`src/pot_change_gate_to_cc_unit_macros.svh`:
```
// Assertion macros for the pot change gate block.
`ifndef POT_CHANGE_GATE_TO_CC_UNIT_MACROS_SVH
`define POT_CHANGE_GATE_TO_CC_UNIT_MACROS_SVH
`ifndef SYNTHESIS
// Same-cycle implication, disabled during reset.
`define PCG_ASSERT_NOW(label, clk, rst_n, ante, cons) \
    label: assert property (@(posedge clk) disable iff (!rst_n) (ante) |-> (cons)) \
        else $error("pcg: same-cycle check failed");
// Next-cycle implication, disabled during reset.
`define PCG_ASSERT_NEXT(label, clk, rst_n, ante, cons) \
    label: assert property (@(posedge clk) disable iff (!rst_n) (ante) |=> (cons)) \
        else $error("pcg: next-cycle check failed");
`else
`define PCG_ASSERT_NOW(label, clk, rst_n, ante, cons)
`define PCG_ASSERT_NEXT(label, clk, rst_n, ante, cons)
`endif
`endif

```
`src/pcg_pkg.sv`:
```
// Shared types, constants and the sample scaling function of the pot change gate.
package pcg_pkg;

    // A 5-bit pot index reaches at most this many pots
    localparam int MAX_POTS   = 32;
    localparam int SAMPLE_FULL = 1023;
    localparam int CC_FULL     = 127;

    localparam int CFG_IDX_W  = 2;
    localparam int CFG_DATA_W = 16;

    typedef enum logic [CFG_IDX_W-1:0] {
        CFG_THRESHOLD = 2'd0,
        CFG_TIMEOUT   = 2'd1,
        CFG_CHANNEL   = 2'd2
    } t_cfg_idx;

    typedef struct packed {
        logic [4:0]  pot_index;
        logic [9:0]  sample;
        logic [31:0] now_ms;
    } t_in_item;

    typedef struct packed {
        logic [4:0] out_index;
        logic [6:0] cc_value;
        logic [4:0] out_channel;
    } t_out_item;

    typedef struct packed {
        logic [9:0]  threshold;
        logic [15:0] timeout;
        logic [4:0]  channel;
    } t_cfg;

    typedef struct packed {
        logic [9:0]  raw;
        logic [6:0]  scaled;
        logic [31:0] move_time;
    } t_pot_state;

    typedef struct packed {
        logic        sent_we;
        logic        move_we;
        logic [9:0]  raw;
        logic [6:0]  scaled;
        logic [31:0] move_time;
    } t_state_wr;

    typedef struct packed {
        logic       emit;
        logic       move;
        logic [6:0] scaled;
    } t_eval;

    // floor(raw*127/1023): estimate with >>10, then one correction step
    function automatic logic [6:0] pcg_scale(input logic [9:0] raw);
        logic [16:0] prod;
        logic [6:0]  q0;
        logic [10:0] rem;
        prod = 17'(raw) * 17'(CC_FULL);
        q0   = prod[16:10];
        rem  = {1'b0, prod[9:0]} + {4'b0, q0};
        return (rem >= 11'(SAMPLE_FULL)) ? q0 + 7'd1 : q0;
    endfunction

endpackage

```
`src/pcg_stream_if.sv`:
```
// Valid/ready stream interface carrying one request per handshake.
interface pcg_stream_if #(
    parameter type T = logic
) ();
    logic valid;
    logic ready;
    T     data;

    modport source (output valid, output data, input ready);
    modport sink   (input valid, input data, output ready);
endinterface

```
`src/pcg_cfg_regs.sv`:
```
// Configuration register file: threshold, motion timeout and MIDI channel.
module pcg_cfg_regs (
    input  logic                            i_clk,
    input  logic                            i_rst_n,
    input  logic                            i_cfg_we,
    input  logic [pcg_pkg::CFG_IDX_W-1:0]   i_cfg_index,
    input  logic [pcg_pkg::CFG_DATA_W-1:0]  i_cfg_wdata,
    output pcg_pkg::t_cfg                   o_cfg
);
    import pcg_pkg::*;

    logic [9:0]  r_threshold;
    logic [15:0] r_timeout;
    logic [4:0]  r_channel;

    // Register writes; unknown indexes are dropped
    always_ff @(posedge i_clk) begin
        if (!i_rst_n) begin
            r_threshold <= 10'd10;
            r_timeout   <= 16'd300;
            r_channel   <= 5'd1;
        end else if (i_cfg_we) begin
            unique case (t_cfg_idx'(i_cfg_index))
                CFG_THRESHOLD: r_threshold <= i_cfg_wdata[9:0];
                CFG_TIMEOUT:   r_timeout   <= i_cfg_wdata[15:0];
                CFG_CHANNEL:   r_channel   <= i_cfg_wdata[4:0];
                default: ;
            endcase
        end
    end

    assign o_cfg = '{threshold: r_threshold, timeout: r_timeout, channel: r_channel};

endmodule

```
`src/pcg_state_store.sv`:
```
// Per-pot state table: last sent raw and scaled values and last-move time.
module pcg_state_store #(
    parameter int DEPTH = 32,
    parameter int IDX_W = 5
) (
    input  logic                 i_clk,
    input  logic                 i_rst_n,
    input  logic [IDX_W-1:0]     i_idx,
    input  pcg_pkg::t_state_wr   i_wr,
    output pcg_pkg::t_pot_state  o_rd
);
    import pcg_pkg::*;

    logic [9:0]  r_raw       [DEPTH];
    logic [6:0]  r_scaled    [DEPTH];
    logic [31:0] r_move_time [DEPTH];

    // Read the addressed pot
    assign o_rd = '{raw: r_raw[i_idx], scaled: r_scaled[i_idx],
                    move_time: r_move_time[i_idx]};

    // Update the addressed pot; everything clears at reset
    always_ff @(posedge i_clk) begin
        if (!i_rst_n) begin
            for (int k = 0; k < DEPTH; k++) begin
                r_raw[k]       <= '0;
                r_scaled[k]    <= '0;
                r_move_time[k] <= '0;
            end
        end else begin
            if (i_wr.sent_we) begin
                r_raw[i_idx]    <= i_wr.raw;
                r_scaled[i_idx] <= i_wr.scaled;
            end
            if (i_wr.move_we) begin
                r_move_time[i_idx] <= i_wr.move_time;
            end
        end
    end

endmodule

```
`src/pcg_eval.sv`:
```
// Gate decision for one sample: scaling, jitter threshold and motion window.
module pcg_eval (
    input  pcg_pkg::t_in_item    i_item,
    input  pcg_pkg::t_pot_state  i_state,
    input  pcg_pkg::t_cfg        i_cfg,
    output pcg_pkg::t_eval       o_res
);
    import pcg_pkg::*;

    logic [6:0]  scaled;
    logic [9:0]  diff;
    logic        move;
    logic [31:0] move_time;
    logic [31:0] elapsed;
    logic        moving;

    // Scaling, absolute raw difference against the last sent value and motion window
    always_comb begin
        scaled    = pcg_scale(i_item.sample);
        diff      = (i_item.sample >= i_state.raw) ? i_item.sample - i_state.raw
                                                   : i_state.raw - i_item.sample;
        move      = diff > i_cfg.threshold;
        move_time = move ? i_item.now_ms : i_state.move_time;
        elapsed   = i_item.now_ms - move_time;
        moving    = elapsed < {16'b0, i_cfg.timeout};
    end

    assign o_res = '{emit: moving && (scaled != i_state.scaled), move: move, scaled: scaled};

endmodule

```
`src/pot_change_gate_to_cc_unit.sv`:
```
// Top level of the pot change gate: input stage, state update and result register.
//
// Takes one pot sample per cycle unless the input stage stalls, and emits a
// control-change request when the pot is within its motion window and its 7-bit
// value changed. A sample is registered at acceptance, evaluated against its pot's
// state entry in the next cycle, and its request (if any) then goes to the output
// register; the per-pot table is read-modified-written in that cycle. A sample
// with a request waits on a full, unread output register; one with no request
// never waits on the output side. The pot table is held in flip-flops and cleared
// at once by reset; pot indexes at or above POT_COUNT are dropped.
`include "pot_change_gate_to_cc_unit_macros.svh"

module pot_change_gate_to_cc_unit #(
    parameter int POT_COUNT = 32
) (
    input  logic                            i_clk,
    input  logic                            i_rst_n,
    pcg_stream_if.sink                      i_in,
    pcg_stream_if.source                    o_out,
    input  logic                            i_cfg_we,
    input  logic [pcg_pkg::CFG_IDX_W-1:0]   i_cfg_index,
    input  logic [pcg_pkg::CFG_DATA_W-1:0]  i_cfg_wdata
);
    import pcg_pkg::*;

    localparam int DEPTH = (POT_COUNT < MAX_POTS) ? POT_COUNT : MAX_POTS;
    localparam int IDX_W = (DEPTH > 1) ? $clog2(DEPTH) : 1;

    t_cfg        cfg;
    t_pot_state  st;
    t_state_wr   wr;
    t_eval       res;

    logic             r_s1_valid;
    t_in_item         r_s1_item;
    logic             r_out_valid;
    t_out_item        r_out_item;

    logic             in_range;
    logic [IDX_W-1:0] idx;
    logic             emit;
    logic             s1_fire;
    logic             in_ready;

    pcg_cfg_regs u_cfg (
        .i_clk       (i_clk),
        .i_rst_n     (i_rst_n),
        .i_cfg_we    (i_cfg_we),
        .i_cfg_index (i_cfg_index),
        .i_cfg_wdata (i_cfg_wdata),
        .o_cfg       (cfg)
    );

    pcg_state_store #(.DEPTH(DEPTH), .IDX_W(IDX_W)) u_state (
        .i_clk   (i_clk),
        .i_rst_n (i_rst_n),
        .i_idx   (idx),
        .i_wr    (wr),
        .o_rd    (st)
    );

    pcg_eval u_eval (
        .i_item  (r_s1_item),
        .i_state (st),
        .i_cfg   (cfg),
        .o_res   (res)
    );

    // Stage control: a request-free sample always retires
    always_comb begin
        in_range = 9'(r_s1_item.pot_index) < 9'(POT_COUNT);
        idx      = in_range ? r_s1_item.pot_index[IDX_W-1:0] : '0;
        emit     = in_range && res.emit;
        s1_fire  = r_s1_valid && (!emit || !r_out_valid || o_out.ready);
        in_ready = !r_s1_valid || s1_fire;
    end

    // State write-back for the retiring sample
    assign wr = '{sent_we:   s1_fire && emit,
                  move_we:   s1_fire && in_range && res.move,
                  raw:       r_s1_item.sample,
                  scaled:    res.scaled,
                  move_time: r_s1_item.now_ms};

    // Input stage register
    always_ff @(posedge i_clk) begin
        if (!i_rst_n) begin
            r_s1_valid <= 1'b0;
        end else if (i_in.valid && in_ready) begin
            r_s1_valid <= 1'b1;
        end else if (s1_fire) begin
            r_s1_valid <= 1'b0;
        end
    end

    always_ff @(posedge i_clk) begin
        if (i_in.valid && in_ready) begin
            r_s1_item <= i_in.data;
        end
    end

    // Result register
    always_ff @(posedge i_clk) begin
        if (!i_rst_n) begin
            r_out_valid <= 1'b0;
        end else if (s1_fire && emit) begin
            r_out_valid <= 1'b1;
        end else if (o_out.ready) begin
            r_out_valid <= 1'b0;
        end
    end

    always_ff @(posedge i_clk) begin
        if (s1_fire && emit) begin
            r_out_item <= '{out_index: r_s1_item.pot_index, cc_value: res.scaled,
                            out_channel: cfg.channel};
        end
    end

    assign i_in.ready  = in_ready;
    assign o_out.valid = r_out_valid;
    assign o_out.data  = r_out_item;

    // Checks
    `PCG_ASSERT_NEXT(a_emit_loads_out, i_clk, i_rst_n, s1_fire && emit, o_out.valid)
    `PCG_ASSERT_NOW(a_stall_needs_s1, i_clk, i_rst_n, !i_in.ready, r_s1_valid)
    `PCG_ASSERT_NOW(a_stall_only_on_full_out, i_clk, i_rst_n, r_s1_valid && !s1_fire, o_out.valid && !o_out.ready && emit)

endmodule

```
`src/flat_wrapper.sv`:
```
// flat-port wrapper written by rule: the top's interface ports become plain ports
module pot_change_gate_to_cc_unit_flat import pcg_pkg::*;
#(
    parameter int POT_COUNT = 32
)
  (i_clk, i_rst_n, i_cfg_we, i_cfg_index, i_cfg_wdata, i_in_valid, i_in_data, i_in_ready, o_out_valid, o_out_data, o_out_ready);
  pcg_stream_if #(.T(t_in_item)) i_in_i ();
  pcg_stream_if #(.T(t_out_item)) o_out_i ();
  input  logic i_clk;
  input  logic i_rst_n;
  input  logic i_cfg_we;
  input  logic [pcg_pkg::CFG_IDX_W-1:0] i_cfg_index;
  input  logic [pcg_pkg::CFG_DATA_W-1:0] i_cfg_wdata;
  input wire logic [$bits(i_in_i.valid)-1:0] i_in_valid;
  input wire logic [$bits(i_in_i.data)-1:0] i_in_data;
  output wire logic [$bits(i_in_i.ready)-1:0] i_in_ready;
  output wire logic [$bits(o_out_i.valid)-1:0] o_out_valid;
  output wire logic [$bits(o_out_i.data)-1:0] o_out_data;
  input wire logic [$bits(o_out_i.ready)-1:0] o_out_ready;
  assign i_in_i.valid = i_in_valid;
  assign i_in_i.data = i_in_data;
  assign i_in_ready = i_in_i.ready;
  assign o_out_valid = o_out_i.valid;
  assign o_out_data = o_out_i.data;
  assign o_out_i.ready = o_out_ready;
  pot_change_gate_to_cc_unit #(.POT_COUNT(POT_COUNT)) u_core (.i_clk(i_clk), .i_rst_n(i_rst_n), .i_in(i_in_i), .o_out(o_out_i), .i_cfg_we(i_cfg_we), .i_cfg_index(i_cfg_index), .i_cfg_wdata(i_cfg_wdata));
endmodule
```
`config.mk`:
```
export PLATFORM = sky130hd
export DESIGN_NAME = pot_change_gate_to_cc_unit_flat
export DESIGN_NICKNAME = d
export VERILOG_FILES = /design/src/pcg_pkg.sv /design/src/pcg_stream_if.sv /design/src/pcg_cfg_regs.sv /design/src/pcg_state_store.sv /design/src/pcg_eval.sv /design/src/pot_change_gate_to_cc_unit.sv /design/src/flat_wrapper.sv
export VERILOG_INCLUDE_DIRS = /design/src /design/src/src
export SDC_FILE = /design/constraint.sdc
export NUM_CORES = 2
export LEC_CHECK = 0
export BUFFER_PORTS_ARGS = -buffer_cell sky130_fd_sc_hd__buf_2
export CORE_MARGIN = 5
export CORE_UTILIZATION = 45
export CTS_CLUSTER_DIAMETER = 50
export CTS_CLUSTER_SIZE = 8
export DETAILED_ROUTE_END_ITERATION = 10
export GPL_TIMING_DRIVEN = 0
export PLACE_DENSITY = 0.62
export SLEW_MARGIN = 20
export SYNTH_ARGS = -nofsm -noshare
export SYNTH_HDL_FRONTEND = slang
export SYNTH_HIERARCHICAL = 1
export SYNTH_SLANG_ARGS = --single-unit
export TNS_END_PERCENT = 30
```
`constraint.sdc`:
```
create_clock -name i_clk -period 22.4 [get_ports i_clk]
set_input_delay 4.48 -clock i_clk [delete_from_list [all_inputs] [get_ports i_clk]]
set_output_delay 4.48 -clock i_clk [all_outputs]
set_load 0.01 [all_outputs]
```
Word-level counts from Yosys, hierarchy flattened
Memory sizes are Yosys's and may differ from the RTL's. A register that Yosys moved wholly into a read port is not among the register bits.
Index checks and enable logic that the tools add are counted.
{"block": "word_totals", "regBits": 97, "latchBits": 0, "ramBits": 1568, "romBits": 0, "inputBits": 70, "output_inout_bits": 19, "wordCells": 73, "mem_count": 3}
{"memory": "u_core.u_state.r_move_time", "words": 32, "width": 32, "rd": 1, "rd_ports_with_merged_regs": 1, "write_ports": 32, "line_no": "pcg_state_store.sv:16", "rtl": "logic [31:0] r_move_time [DEPTH];"}
{"memory": "u_core.u_state.r_raw", "words": 32, "width": 10, "rd": 1, "rd_ports_with_merged_regs": 1, "write_ports": 32, "line_no": "pcg_state_store.sv:14", "rtl": "logic [9:0] r_raw [DEPTH];"}
{"memory": "u_core.u_state.r_scaled", "words": 32, "width": 7, "rd": 1, "rd_ports_with_merged_regs": 1, "write_ports": 32, "line_no": "pcg_state_store.sv:15", "rtl": "logic [6:0] r_scaled [DEPTH];"}
{"block": "classes", "addsub": 5, "multipliers": 1, "n_div": 0, "order_cmp": 4, "eq_ne": 3, "shifts": 0, "mux": 26, "bitwise_logic": 0, "n_reduce_logical": 20}
{"operator": "two-way mux 32 bit", "count": 2}
{"operator": "less-than comparator 32 x 16 -> 1 bit", "count": 1}
{"operator": "OR reduction 32 bit", "count": 1}
{"operator": "subtractor 32 bit", "count": 1}
{"operator": "two-way mux 5 bit", "count": 6}
{"operator": "two-way mux 10 bit", "count": 2}
{"operator": "subtractor 10 bit", "count": 2}
{"operator": "multiplier 10 x 7 -> 17 bit (second input constant)", "count": 1}
{"operator": "two-way mux 1 bit", "count": 14}
{"operator": "two-way mux 7 bit", "count": 2}
{"operator": "adder 10 x 7 -> 11 bit", "count": 1}
{"operator": "greater-or-equal comparator 11 x 10 -> 1 bit (second input constant)", "count": 1}
{"operator": "greater-or-equal comparator 10 bit", "count": 1}
{"operator": "> comparator 10 bit", "count": 1}
{"operator": "OR reduction 10 bit", "count": 1}
{"operator": "adder 7 x 1 -> 7 bit (second input constant)", "count": 1}
{"operator": "!= test 7 bit", "count": 1}
{"operator": "OR reduction 7 bit", "count": 1}
{"operator": "AND reduction 2 bit", "count": 3}
{"operator": "logical AND 1 bit", "count": 5}
{"operator": "nonzero test 2 bit", "count": 2}
{"operator": "logical NOT 1 bit", "count": 3}
{"operator": "logical OR 1 bit", "count": 3}
{"operator": "== test 2 x 1 -> 1 bit (second input constant)", "count": 1}
{"operator": "other kinds (2)", "count": 2}

Depth between registers and ports, before layout
{"block": "logic_depth", "word_depth": 17, "ltp_mapped": 61, "ltp_nobuf": 53}

By module
The synthesis kept the hierarchy.
{"module": "pcg_state_store", "n_inst": 1, "cells_each": 5106, "area_per_inst_um2": 70936.8, "seq_area_each_um2": 47085.2}
{"module": "pcg_eval", "n_inst": 1, "cells_each": 755, "area_per_inst_um2": 5909.4, "seq_area_each_um2": 0.0}
{"module": "pot_change_gate_to_cc_unit", "n_inst": 1, "cells_each": 77, "area_per_inst_um2": 2039.5, "seq_area_each_um2": 1961.9}
{"module": "pcg_cfg_regs", "n_inst": 1, "cells_each": 128, "area_per_inst_um2": 1262.5, "seq_area_each_um2": 620.6}

Worst setup path after synthesis
Ideal clock, no wire load.
{"block": "synth_path", "path_type": "reg2out", "from": "register u_core/idx[0] (netlist name)", "to": "output i_in_ready", "arrival_ps": 9648, "t_required_ps": 17920, "path_slack_ps": 8272, "path_stages_with_launch": 53, "n_path_buf": 6, "cell_sequence": "edfxtp_1 buf_6 or4b_1 clkbuf_2 clkbuf_1 o22ai_1 nor4_1 nand2_1 ha_1 inv_1 fa_1 a21o_1 a21oi_1 o21bai_1 a21oi_1 a21boi_0 o21ai_0 a21oi_1 (+17 left out) a21oi_1 o21a_1 nor2b_1 o21a_1 o21ai_0 nand2b_1 a21oi_1 xnor2_1 ha_1 nor2b_1 o21ai_0 nand4_1 a2111oi_0 nand4_1 nor4_1 o2111ai_1 nor4_2 nand4b_4"}
{"element": "end: declaration", "line_no": "flat_wrapper.sv:16", "rtl": "output wire logic [$bits(i_in_i.ready)-1:0] i_in_ready;"}

==> results.ini <==
[sta]
min_period_over_period=0.941
hold_viol=0
finalHoldWorstSlack_ps=432
worst_pin_slew_ps=1260
finClkSkew_ps=53.3
relSlewSlack=0.155
setup_violations=0
slew_violations=0
rsz0062_at_grt=false
setup_ws_ps=1330
min_period_ps=21070
fmax_ghz=0.0474

[drt]
top_layer=met5
first_iter_violations=6438
wl_met2_um=119000
wl_per_cell_um=30.4
routed-via-count=53075
dr_wl_met3_um=32000
met1_length_um=107000
post_drt_via_cell_ratio=5.97
post-route-drc-count=0
antenna_left=0
drt_wl_total_um=270000
first_pass_iters=6

[critical_path]
crit_family=buffers and inverters
cp_max_fo=10
rrSetupSlack_ps=3500
critPathRequiredTime_ps=17920
r2r_end=u_core/u_state/r_scaled[15][5]
slowest_stage=clkbuf_1
r2r.worst_path.cells=57
path_buf_inv=9
r2r-start=u_core/idx[1]
critPathLaunchType=flop
cpMostUsedCell=a21oi_1
critPathCaptureType=output port
critPathKind=reg -> out
cp.arrival_ps=16590
max_stage_delay_ps=910

[floorplan]
start_util=0.454
die_y_um=432
dieArea_um2=187000
coreArea_um2=177000
rows=154
die_x_um=432
ios=89

[logic_synthesis]
synth-main-ff-cell=edfxtp_1
synth_edf_count=1632
synth_area_per_cell_um2=13.2
synthArstFlopShare=0
seq_area_frac_synth=0.620
synthTopCellsByArea=edfxtp_1 (61%), and2_1 (12%), mux2i_1 (11%)
ys_warn_count=6
synth_area_leader_cell=edfxtp_1
syn-num-nets=6287
synth_top_area_frac=0.611
synth_area_um2=80100
ys_types=92
synth-seq-cells=1665
synthesis.instances=6066

[clocking]
cts_resized=0
clock_latency_ps=880
postCtsSetupBuffers=0
cts_inserted_buffers=230
cts_sinks=1665
clk_pin_slew_ps=50
cts_tree=built
cts_max_level=4
cts_buffer_depth=3
hold_buffers=0
cts-root-buf=clkbuf_16

[pwr]
powerDensity_nw_per_um2=110
p_leak_uw=0.0359
switching_share=0.364
combPwrFrac=0.343
p_switching_uw=3700
irDropWorstVdd_mv=0.180
p_seq_frac=0.355
p_total_uw=10200
pwr-share-clk=0.302
intPower_uw=6460

[placement]
dp_hpwl_um=200000
routabilityCongestion=0.911
port_buffers=87
dp_slack_ps=2460

[min_path]
holdCritPathClass=reg -> reg
min_path_cells=0
min_from=u_core/u_cfg/r_channel[2]
min_to=u_core/o_out.data[2]

[grt]
grt_use_total=0.283
grt_pass1_vias=51838
grt_max_degree=29
overflow=0
antenna_found_initial=21
grt_pass1_wl_um=374000

[cells_and_area]
synthToLayoutAreaGrowth_pct=15.5
final_core_util=0.524
nNetsFinal=6696
fillers=14727
multi_input_area_um2=28500
seq_area_um2=49700
layout-drive-gt1-share=0.111

[status]
status=complete, no violations

[job]
drv_cap=0

registers in the layout, summed over array words and instances (netlist names), 5 cells and up:
register and count:
u_core/idx 5, u_core/u_cfg/r_channel 5, u_core/u_state/r_raw 320, u_core/o_out.data 17, u_core/u_cfg/r_timeout 16, u_core/u_cfg/r_threshold 10
u_core/r_s1_item 42, u_core/u_state/r_scaled 224, u_core/u_state/r_move_time 1024
area by class of cell:
type	count	share of cell area
flip-flops and latches	1665	0.537
multi-input cells	3776	0.308
clock buffers	256	0.0635
well taps	2340	0.0316
repair buffers	177	0.0272
plain buffers	505	0.0243
inverters	120	0.00487
clock inverters	22	0.00291
diodes	25	0.000676
kinds of logic after synthesis:
kind of cell	after synthesis	synth area share
and+or+nand+nor	2037	0.153
DFF	1665	0.620
muxes	852	0.106
AOI/OAI and AO/OA	679	0.0537
buffers and inverters	625	0.0334
adders and majority gates	152	0.0270
xor gates and xnor gates	56	0.00648
layout by cell type (no fill, tap or decap), types with 54 or more instances in the layout:
master / count
buf_16: 55
a21oi_1: 66
clkbuf_1: 352
mux2i_1: 848
o21ai_4: 54
o22ai_1: 391
nand2_1: 130
clkbuf_16: 230
edfxtp_1: 1632
buf_2: 200
and2_1: 1573
ha_1: 116
nor4_1: 95
inv_1: 120
nor2_1: 79
routing by layer:
metal  GRT usage  vias up
met1       0.377    26616
met5           0        -
met4       0.117        2
li1            -    22795
met3      0.0881      605
met2       0.431     3057
worst max-delay path by stage:
stage             startpoint                        endpoint  slack, ps  depth (start not counted)
2_1_floorplan  u_core/idx[0]                      i_in_ready       8270                         52
3_3_place_gp   u_core/idx[1]  u_core/u_state/r_scaled[20][0]       -150                         54
3_5_place_dp   u_core/idx[1]                      i_in_ready       2460                         51
4_1_cts        u_core/idx[1]                      i_in_ready       1460                         51
5_1_grt        u_core/idx[1]                      i_in_ready        850                         51
6_report       u_core/idx[1]                      i_in_ready       1330                         51
Yosys cell counts, types with 18 or more instances:
cell      count
a21oi_1      66
and2_1     1574
buf_2       113
buf_4        18
clkbuf_1    341
dfxtp_1      33
edfxtp_1   1632
fa_1         35
ha_1        116
inv_1       120
mux2i_1     848
nand2_1     130
nor2_1      104
nor2b_1      18
nor4_1       99
o21ai_0      94
o22ai_1     391
xnor2_1      37
stage by stage:
| step | setup TNS (ps) | instances | instance area, um2 |
|---|---|---|---|
| 2_1_floorplan | 0 | 6066 | 80100 |
| 3_3_place_gp | -7560 | 8493 | 83500 |
| 3_5_place_dp | 0 | 8583 | 86300 |
| 4_1_cts | 0 | 8861 | 92500 |
| 5_1_grt | 0 | 8863 | 92500 |
| 6_report | 0 | 8886 | 92600 |
power groups by stage:
| stage | Sequential [uW] | Clock [uW] | Combinational (uW) |
|---|---|---|---|
| 2_1_floorplan | 3650 | 0 | 2110 |
| 3_3_place_gp | 3690 | 0 | 3280 |
| 3_5_place_dp | 3670 | 0 | 3400 |
| 4_1_cts | 3610 | 3110 | 3410 |
| 5_1_grt | 3620 | 3230 | 3730 |
| 6_report | 3610 | 3070 | 3480 |
Note: power is estimated with default switching activity, not from simulation.
